### config.mk
export PLATFORM = sky130hd
export DESIGN_NAME = command_line_tokenizer_unit
export DESIGN_NICKNAME = d
export VERILOG_FILES = /design/src/rtl/clt_pkg.sv /design/src/rtl/command_line_tokenizer_unit.sv
export SDC_FILE = /design/constraint.sdc
export NUM_CORES = 1
export LEC_CHECK = 0
export ABC_AREA = 1
export BUFFER_PORTS_ARGS = -buffer_cell sky130_fd_sc_hd__buf_2
export CORE_MARGIN = 2
export CORE_UTILIZATION = 23
export DETAILED_ROUTE_END_ITERATION = 6
export PLACE_DENSITY = 0.39
export SETUP_SLACK_MARGIN = 0.1
export SYNTH_ARGS = -nofsm -noshare
export SYNTH_HDL_FRONTEND = slang
export SYNTH_SLANG_ARGS = --single-unit
### constraint.sdc
create_clock -name aclk -period 2.4 [get_ports aclk]
set_clock_uncertainty 0.2 [all_clocks]
set_input_delay 0.36 -clock aclk [delete_from_list [all_inputs] [get_ports aclk]]
set_output_delay 0.36 -clock aclk [all_outputs]
set_load 0.01 [all_outputs]
### src/rtl/clt_pkg.sv
// Shared types and character constants for the command line tokenizer.
package clt_pkg;

    // Tokenizer phase
    typedef enum logic [1:0] {
        PH_NAME  = 2'd0,
        PH_GAP   = 2'd1,
        PH_TOKEN = 2'd2
    } phase_t;

    localparam logic [7:0] CHR_SPACE     = 8'h20;
    localparam logic [7:0] CHR_TAB       = 8'h09;
    localparam logic [7:0] CHR_QUOTE     = 8'h22;
    localparam logic [7:0] CHR_BACKSLASH = 8'h5C;

    localparam logic [7:0] TOKEN_MAX = 8'd255;

    // One result request
    typedef struct packed {
        logic [7:0] out_byte;
        logic       byte_valid;
        logic       token_end;
        logic [7:0] token_number;
        logic       line_done;
    } result_t;

endpackage

### src/rtl/command_line_tokenizer_unit.sv
// Command line tokenizer: one byte per request in, token bytes and markers out.
// Output: each result is registered in the result queue and is driven on the m_ side from slot 0.
// Throughput: one byte per cycle while m_ready is high and each byte gives at most one
//   result; a byte that gives two results (held backslash ahead of another result)
//   holds s_ready low until the two-entry result queue has drained an entry.
// Reset: synchronous active-low aresetn clears the phase, flags, token counter and
//   result queue; the block is ready once reset has emptied the result queue.
module command_line_tokenizer_unit (
    input  logic       aclk,
    input  logic       aresetn,
    input  logic       s_valid,
    output logic       s_ready,
    input  logic [7:0] s_ch,
    input  logic       s_line_end,
    output logic       m_valid,
    input  logic       m_ready,
    output logic [7:0] m_out_byte,
    output logic       m_byte_valid,
    output logic       m_token_end,
    output logic [7:0] m_token_number,
    output logic       m_line_done
);

    // Tokenizer state
    clt_pkg::phase_t phase_reg, phase_next;
    logic            quoted_reg, quoted_next;
    logic            held_reg, held_next;
    logic [7:0]      count_reg, count_next;

    // Result queue, slot 0 drives the output
    clt_pkg::result_t slot0_reg, slot0_next;
    clt_pkg::result_t slot1_reg, slot1_next;
    logic [1:0]       fill_reg, fill_next;

    logic             in_fire, out_fire;
    logic [1:0]       push_n;
    clt_pkg::result_t res0, res1;
    logic             is_sep;
    logic [7:0]       count_inc;

    assign m_valid   = (fill_reg != 2'd0);
    assign out_fire  = m_valid && m_ready;
    assign s_ready   = (fill_reg == 2'd0) || ((fill_reg == 2'd1) && m_ready);
    assign in_fire   = s_valid && s_ready;

    assign is_sep    = (s_ch == clt_pkg::CHR_SPACE) || (s_ch == clt_pkg::CHR_TAB);
    assign count_inc = (count_reg == clt_pkg::TOKEN_MAX) ? count_reg : count_reg + 8'd1;

    assign m_out_byte     = slot0_reg.out_byte;
    assign m_byte_valid   = slot0_reg.byte_valid;
    assign m_token_end    = slot0_reg.token_end;
    assign m_token_number = slot0_reg.token_number;
    assign m_line_done    = slot0_reg.line_done;

    // Per-byte decision: results and next state
    always_comb begin
        logic             tb_n;
        clt_pkg::result_t tb_res;
        logic [7:0]       num;
        logic             q;

        phase_next  = phase_reg;
        quoted_next = quoted_reg;
        held_next   = held_reg;
        count_next  = count_reg;
        push_n      = 2'd0;
        res0        = '0;
        res1        = '0;
        tb_n        = 1'b0;
        tb_res      = '0;
        num         = count_reg;
        q           = quoted_reg;

        if (s_line_end) begin
            res0.token_number = count_reg;
            res1.token_number = count_reg;
            push_n            = 2'd1;
            case (phase_reg)
                clt_pkg::PH_NAME: begin
                    res0.token_end = 1'b1;
                    res0.line_done = 1'b1;
                end
                clt_pkg::PH_TOKEN: begin
                    if (held_reg) begin
                        res0.out_byte   = clt_pkg::CHR_BACKSLASH;
                        res0.byte_valid = 1'b1;
                        res1.token_end  = 1'b1;
                        res1.line_done  = 1'b1;
                        push_n          = 2'd2;
                    end else begin
                        res0.token_end = 1'b1;
                        res0.line_done = 1'b1;
                    end
                end
                default: begin
                    res0.line_done = 1'b1;
                end
            endcase
            phase_next  = clt_pkg::PH_NAME;
            quoted_next = 1'b0;
            held_next   = 1'b0;
            count_next  = '0;
        end else begin
            case (phase_reg)
                clt_pkg::PH_NAME: begin
                    res0.token_number = count_reg;
                    push_n            = 2'd1;
                    if (is_sep) begin
                        res0.token_end = 1'b1;
                        phase_next     = clt_pkg::PH_GAP;
                    end else begin
                        res0.out_byte   = s_ch;
                        res0.byte_valid = 1'b1;
                    end
                end
                clt_pkg::PH_TOKEN: begin
                    num       = count_reg;
                    held_next = 1'b0;
                    if (held_reg && (s_ch == clt_pkg::CHR_QUOTE)) begin
                        // escaped quote: emit it, quoting unchanged
                        res0.out_byte     = clt_pkg::CHR_QUOTE;
                        res0.byte_valid   = 1'b1;
                        res0.token_number = num;
                        push_n            = 2'd1;
                    end else begin
                        // token byte handling, shared below
                        tb_n = 1'b1;
                    end
                end
                default: begin
                    if (!is_sep) begin
                        count_next = count_inc;
                        num        = count_inc;
                        phase_next = clt_pkg::PH_TOKEN;
                        q          = 1'b0;
                        held_next  = 1'b0;
                        tb_n       = 1'b1;
                    end
                end
            endcase

            // Byte inside a later token
            if (tb_n) begin
                logic emit;
                emit                = 1'b0;
                tb_res              = '0;
                tb_res.token_number = num;
                quoted_next         = q;
                if (is_sep) begin
                    emit = 1'b1;
                    if (q) begin
                        tb_res.out_byte   = s_ch;
                        tb_res.byte_valid = 1'b1;
                    end else begin
                        tb_res.token_end = 1'b1;
                        phase_next       = clt_pkg::PH_GAP;
                        quoted_next      = 1'b0;
                    end
                end else if (s_ch == clt_pkg::CHR_QUOTE) begin
                    quoted_next = ~q;
                end else if (s_ch == clt_pkg::CHR_BACKSLASH) begin
                    held_next = 1'b1;
                end else begin
                    emit              = 1'b1;
                    tb_res.out_byte   = s_ch;
                    tb_res.byte_valid = 1'b1;
                end

                // a released backslash goes ahead of this byte's result
                if ((phase_reg == clt_pkg::PH_TOKEN) && held_reg) begin
                    res0.out_byte     = clt_pkg::CHR_BACKSLASH;
                    res0.byte_valid   = 1'b1;
                    res0.token_number = num;
                    res1              = tb_res;
                    push_n            = emit ? 2'd2 : 2'd1;
                end else begin
                    res0   = tb_res;
                    push_n = emit ? 2'd1 : 2'd0;
                end
            end
        end
    end

    // Result queue update: pop from the front, append new results
    always_comb begin
        logic [1:0]       base;
        logic [1:0]       add;
        clt_pkg::result_t q0;
        base = fill_reg - {1'b0, out_fire};
        add  = in_fire ? push_n : 2'd0;
        q0   = out_fire ? slot1_reg : slot0_reg;
        case (base)
            2'd0: begin
                slot0_next = res0;
                slot1_next = res1;
            end
            2'd1: begin
                slot0_next = q0;
                slot1_next = res0;
            end
            default: begin
                slot0_next = slot0_reg;
                slot1_next = slot1_reg;
            end
        endcase
        fill_next = base + add;
    end

    // Control registers
    always_ff @(posedge aclk) begin
        if (!aresetn) begin
            phase_reg  <= clt_pkg::PH_NAME;
            quoted_reg <= 1'b0;
            held_reg   <= 1'b0;
            count_reg  <= '0;
            fill_reg   <= '0;
        end else begin
            fill_reg <= fill_next;
            if (in_fire) begin
                phase_reg  <= phase_next;
                quoted_reg <= quoted_next;
                held_reg   <= held_next;
                count_reg  <= count_next;
            end
        end
    end

    // Queue payload
    always_ff @(posedge aclk) begin
        slot0_reg <= slot0_next;
        slot1_reg <= slot1_next;
    end

    // Checks
    a_fill_bound: assert property (@(posedge aclk) disable iff (!aresetn)
        fill_reg != 2'd3)
        else $error("result queue overfilled");

    a_line_reset: assert property (@(posedge aclk) disable iff (!aresetn)
        (in_fire && s_line_end) |=> (phase_reg == clt_pkg::PH_NAME) && (count_reg == 8'd0)
            && !held_reg && !quoted_reg)
        else $error("state not cleared after line end");

    a_count_step: assert property (@(posedge aclk) disable iff (!aresetn)
        (in_fire && !s_line_end) |=> (count_reg == $past(count_reg))
            || (count_reg == $past(count_reg) + 8'd1))
        else $error("token counter jumped");

    a_held_phase: assert property (@(posedge aclk) disable iff (!aresetn)
        held_reg |-> (phase_reg == clt_pkg::PH_TOKEN))
        else $error("backslash held outside a token");

    a_last_done: assert property (@(posedge aclk) disable iff (!aresetn)
        (m_valid && m_line_done) |-> !m_byte_valid)
        else $error("line done carries a byte");

endmodule
# After elaboration in Yosys (flattened, before gate mapping)
# Index checks and enable logic that the tools add are counted.
# totals
out_inout_bits	21
wordCells	120
in_bits	13
regBits	52
# op_classes
muxes	76
bitwise	1
reduce_logical	16
n_eq_ne	9
addsub	3
# op_table
op	n
$mux 19	5
$pmux 19 s2	2
$mux 9	8
$mux 8	6
$mux 1	33
$mux 2	13
$pmux 9 s2	1
$eq 8x6->1 const B	2
$pmux 8 s2	1
$mux 10	1
$add 8x1->8 const B	1
$eq 8x4->1 const B	1
$eq 8x7->1 const B	1
$eq 8x8->1 const B	1
$pmux 1 s2	4
$mux 7	1
$logic_not 2->1	3
$reduce_bool 2->1	3
$logic_and 1x1->1	5
$eq 2x1->1 const B	2
$pmux 2 s2	1
$reduce_and 2->1	2
$add 2x2->2	1
$eq 2x2->1 const B	1
other kinds (5)	6

# Depth between registers and ports, before layout
# depth
word_depth	13
depth_mapped	15
depth_no_buf	14

# Least setup slack after synthesis
# OpenSTA, ideal clock, no wires.
# synth_timing
path_type	register -> register
startpoint	register fill_reg[0]
endpoint	register slot0_reg, in the netlist m_byte_valid, enable pin
setup_time_ps	395
path_buffers	0
required_ps	1805
path_stages_with_launch	8
period_less_slack_ps	2340
arrival_ps	1745
slack_ps	60
path_cell_list	dfxtp_1 > nor2_1 > nor2_1 > ha_1 > inv_1 > or2_1 > nand2_1 > nor2_1
# synth_via
elab_chain_len	6
elab_cells_between_ends	8
cone_classes	1 x add/sub; 2 x eq/ne; 5 x reduce/logical
# synth_lines
item	line	rtl
start: declaration	command_line_tokenizer_unit.sv:33	logic [1:0] fill_reg, fill_next;
start signal: assignment	command_line_tokenizer_unit.sv:218	fill_reg <= fill_next;
$reduce_bool 2->1	command_line_tokenizer_unit.sv:41	assign m_valid = (fill_reg != 2'd0);
$logic_and 1x1->1	command_line_tokenizer_unit.sv:42	assign out_fire = m_valid && m_ready;
$sub 2x1->2	command_line_tokenizer_unit.sv:189	base = fill_reg - {1'b0, out_fire};
$eq 2x1->1 or $logic_not 2->1 (tied branches)	command_line_tokenizer_unit.sv:192	case (base)
$ne 2x2->1 (no source line) or $reduce_bool 2->1 (tied branches)	-	
$reduce_and 2->1 (no source line) (*)	-	
end signal: assignment	command_line_tokenizer_unit.sv:230	slot0_reg <= slot0_next;
end: declaration	command_line_tokenizer_unit.sv:31	clt_pkg::result_t slot0_reg, slot0_next;
# Every way passes the cells marked *; elsewhere a longest branch is shown, timed or not.
# A chain may end at the register's enable or synchronous reset.

==> run_results.csv <==
group,metric,value,unit
status,outcome,"complete, no violations",
clock_tree,htree_num_levels,2,
clock_tree,clkSlewWorstSetupHoldPaths,80,ps
power,p_leak,1.852,nW
clock_tree,cts-buffers-inserted,5,
global_routing,grt_pass1_vias,2902,
sta,slew_violations,0,
logic_synthesis,ys_seq_area_frac,0.4349,
worst_setup_path,startpoint_type,"flip-flop",
worst_setup_path,cp.required,2330,ps
route,viasPerCell,4.338,
die,ioPinCount,34,
logic_synthesis,netlist_area,0.003268,mm²
sta,tightestPinTransition,440.1,ps
logic_synthesis,ys_seq_elements,52,
sta,hold_violations,0,
placement,placed_cells_incl_taps,688,
worst_setup_path,critPathKind,"flip-flop to flip-flop",
die,die_h,123.2,µm
die,initial_utilization,0.2354,
route,drcViolationCount,0,
placement,gp_congestion,0.9136,
clock_tree,ctsResizeCount,0,
clock_tree,cts_root_buf,"clkbuf_16",
power,ir_drop,0.3991,mV
finish,multi_input_area,0.001558,mm²
run,maxCapViolations,0,
sta,rsz0062_at_grt,"no",
finish,largest_register_ff_count,19,
worst_setup_path,worstPathArrival,2070,ps
route,wl_per_cell,13.03,µm
worst_setup_path,cp-end-kind,"flip-flop",
power,power_density,944.7,mW/mm²
finish,post_route_cells_drive_above_1_share,0.1899,
logic_synthesis,synth_nets,474,
logic_synthesis,synth_cell_types,34,
logic_synthesis,synthTopCellsByArea,"edfxtp_1 (35%), nand2_1 (17%), dfxtp_1 (8.6%)",
route,ant_nets,0,
finish,n_fill_cell,1557,
placement,dpl.hpwl,6905,µm
die,die_w,123.2,µm
clock_tree,insertion_delay,300,ps
sta,relSlewSlack,0.7035,
clock_tree,cts.sinks,52,
finish,nNetsFinal,532,
clock_tree,tritoncts,"done",
finish,diodes,0,
sta,finalCritPeriodShare,0.8916,
sta,fin_tns_setup,0,ps
sta,setup_violations,0,
global_routing,grt_max_degree,34,
route,num_vias,3019,
placement,port_buffers,33,
clock_tree,ctsHoldBuffers,0,
logic_synthesis,yosys.area.top_type_share,0.3492,
die,die-area,0.01518,mm²
logic_synthesis,netlist_instances,457,
clock_tree,clockBufferDepth,2,
finish,area_growth,24.62,%
finish,final_cells,696,
logic_synthesis,syn_avg_cell_area,7.151,µm²
global_routing,grt_pass1_wl,15000,µm
power,total_power,0.003848,W
logic_synthesis,yosysWarnings,0,
route,first_pass_iters,4,
global_routing,grt_overflow,0,
global_routing,antenna_found_initial,0,
global_routing,track_usage,0.1264,
clock_tree,post_cts_buffers,0,
logic_synthesis,synth.largest_area_cell,"edfxtp_1",
worst_hold_path,hp-class,"input pin to flip-flop",
route,drt-total-wl,9066,µm
route,drt_iter0_drc,198,
sta,fin_crit,2140,ps
sta,fmax,467.3,MHz
die,num_rows,43,
worst_setup_path,path_max_fanout,3,
die,fp.coreArea,0.01388,mm²
finish,area.sequential,0.001423,mm²
cell usage after synthesis, drive strengths merged:
library cell	number
o22ai	1
a21oi	22
dfxtp	14
and2	2
xnor2	1
edfxtp	38
or2	1
a21boi	1
nor3	6
o21ai	38
a31oi	1
o211ai	1
nand2	153
clkinv	1
nand3b	1
nand3	46
ha	4
buf	8
clkbuf	6
nor2	44
inv	58
o21a	2
nand4	8
worst max-delay path, stage by stage, from the launching register on:
cell and delay (ps):
dfxtp_1 360, nor2_1 70, nor2_1 140, ha_1 170
inv_1 50, or2_1 200, nand2_1 90, nor2_2 50
inv_2 80, nand2_2 70, nor2_4 140, inv_2 60
buf_4 140, o21ai_0 160
through the flow:
| stage | hold slack (ps) | util | cell area (µm²) | setup slack (ps) |
|---|---|---|---|---|
| after floorplan | 253.5 | - | 3271 | 239.6 |
| after global placement | 299.9 | 0.2769 | 3844 | 57.80 |
| after detailed placement | 299.6 | 0.2769 | 3844 | 42.69 |
| after CTS | 125.8 | 0.2924 | 4059 | 212.2 |
| after global routing | 142.1 | 0.2934 | 4073 | 109.2 |
| final | 114.9 | 0.2934 | 4073 | 260.1 |
report_power, final:
part | internal (W) | switching [W]
registers | 0.00142 | 0.0000711
clock network | 0.000703 | 0.000338
logic | 0.000461 | 0.000855
cell type report:
type	instances	area share
inverter	59	0.05438
clock inverter	3	0.02212
clock buffer	5	0.03072
timing repair buffer	65	0.1057
tap	180	0.05530
multi-input combinational	332	0.3825
sequential	52	0.3493
path summary, 6_finish.rpt:
kind	startpoint	end	slack, ps	cells past startpoint
hold / removal	aresetn	fill_reg[0]	110	3
setup / recovery	fill_reg[0]	slot1_reg[18]	260	13
hold reg to reg	held_reg	held_reg	310	2
setup reg to reg	fill_reg[0]	slot1_reg[18]	260	13
layer usage:
metal | part of all wire | up-vias | GRT usage
li1 | - | 1603 | -
met4 | 0.011 | 0 | 0.03480
met3 | 0.032 | 7 | 0.01753
met5 | 0 | - | 0
met1 | 0.51 | 1367 | 0.1780
met2 | 0.45 | 42 | 0.2023
cell families after synthesis:
logic type,Yosys count,synth area share
adders and majority gates,4,0.01531
and+or+nand+nor,261,0.3446
DFF,52,0.4349
buffers and inverters,73,0.09303
xor gates and xnor gates,1,0.002680
AOI/OAI and AO/OA,66,0.1095
cell usage in the layout (no fill, tap or decap), types with 2 or more instances in the layout:
cell type	synthesis	routed
o21ai_1	8	10
o21ai_0	30	28
nor2_2	6	5
and2_1	2	2
bufinv_16	0	3
nand4_1	8	8
nor2_4	2	4
nand2_2	5	6
inv_2	6	6
o21a_1	2	2
buf_4	1	30
nor2_1	36	35
buf_2	3	33
nand2_1	147	146
buf_12	0	2
ha_1	4	4
a21oi_1	20	20
inv_1	52	52
clkbuf_16	0	5
nand3_1	46	46
nor3_1	6	6
dfxtp_1	14	13
edfxtp_1	38	38
Power figures use the tool's default switching activity.
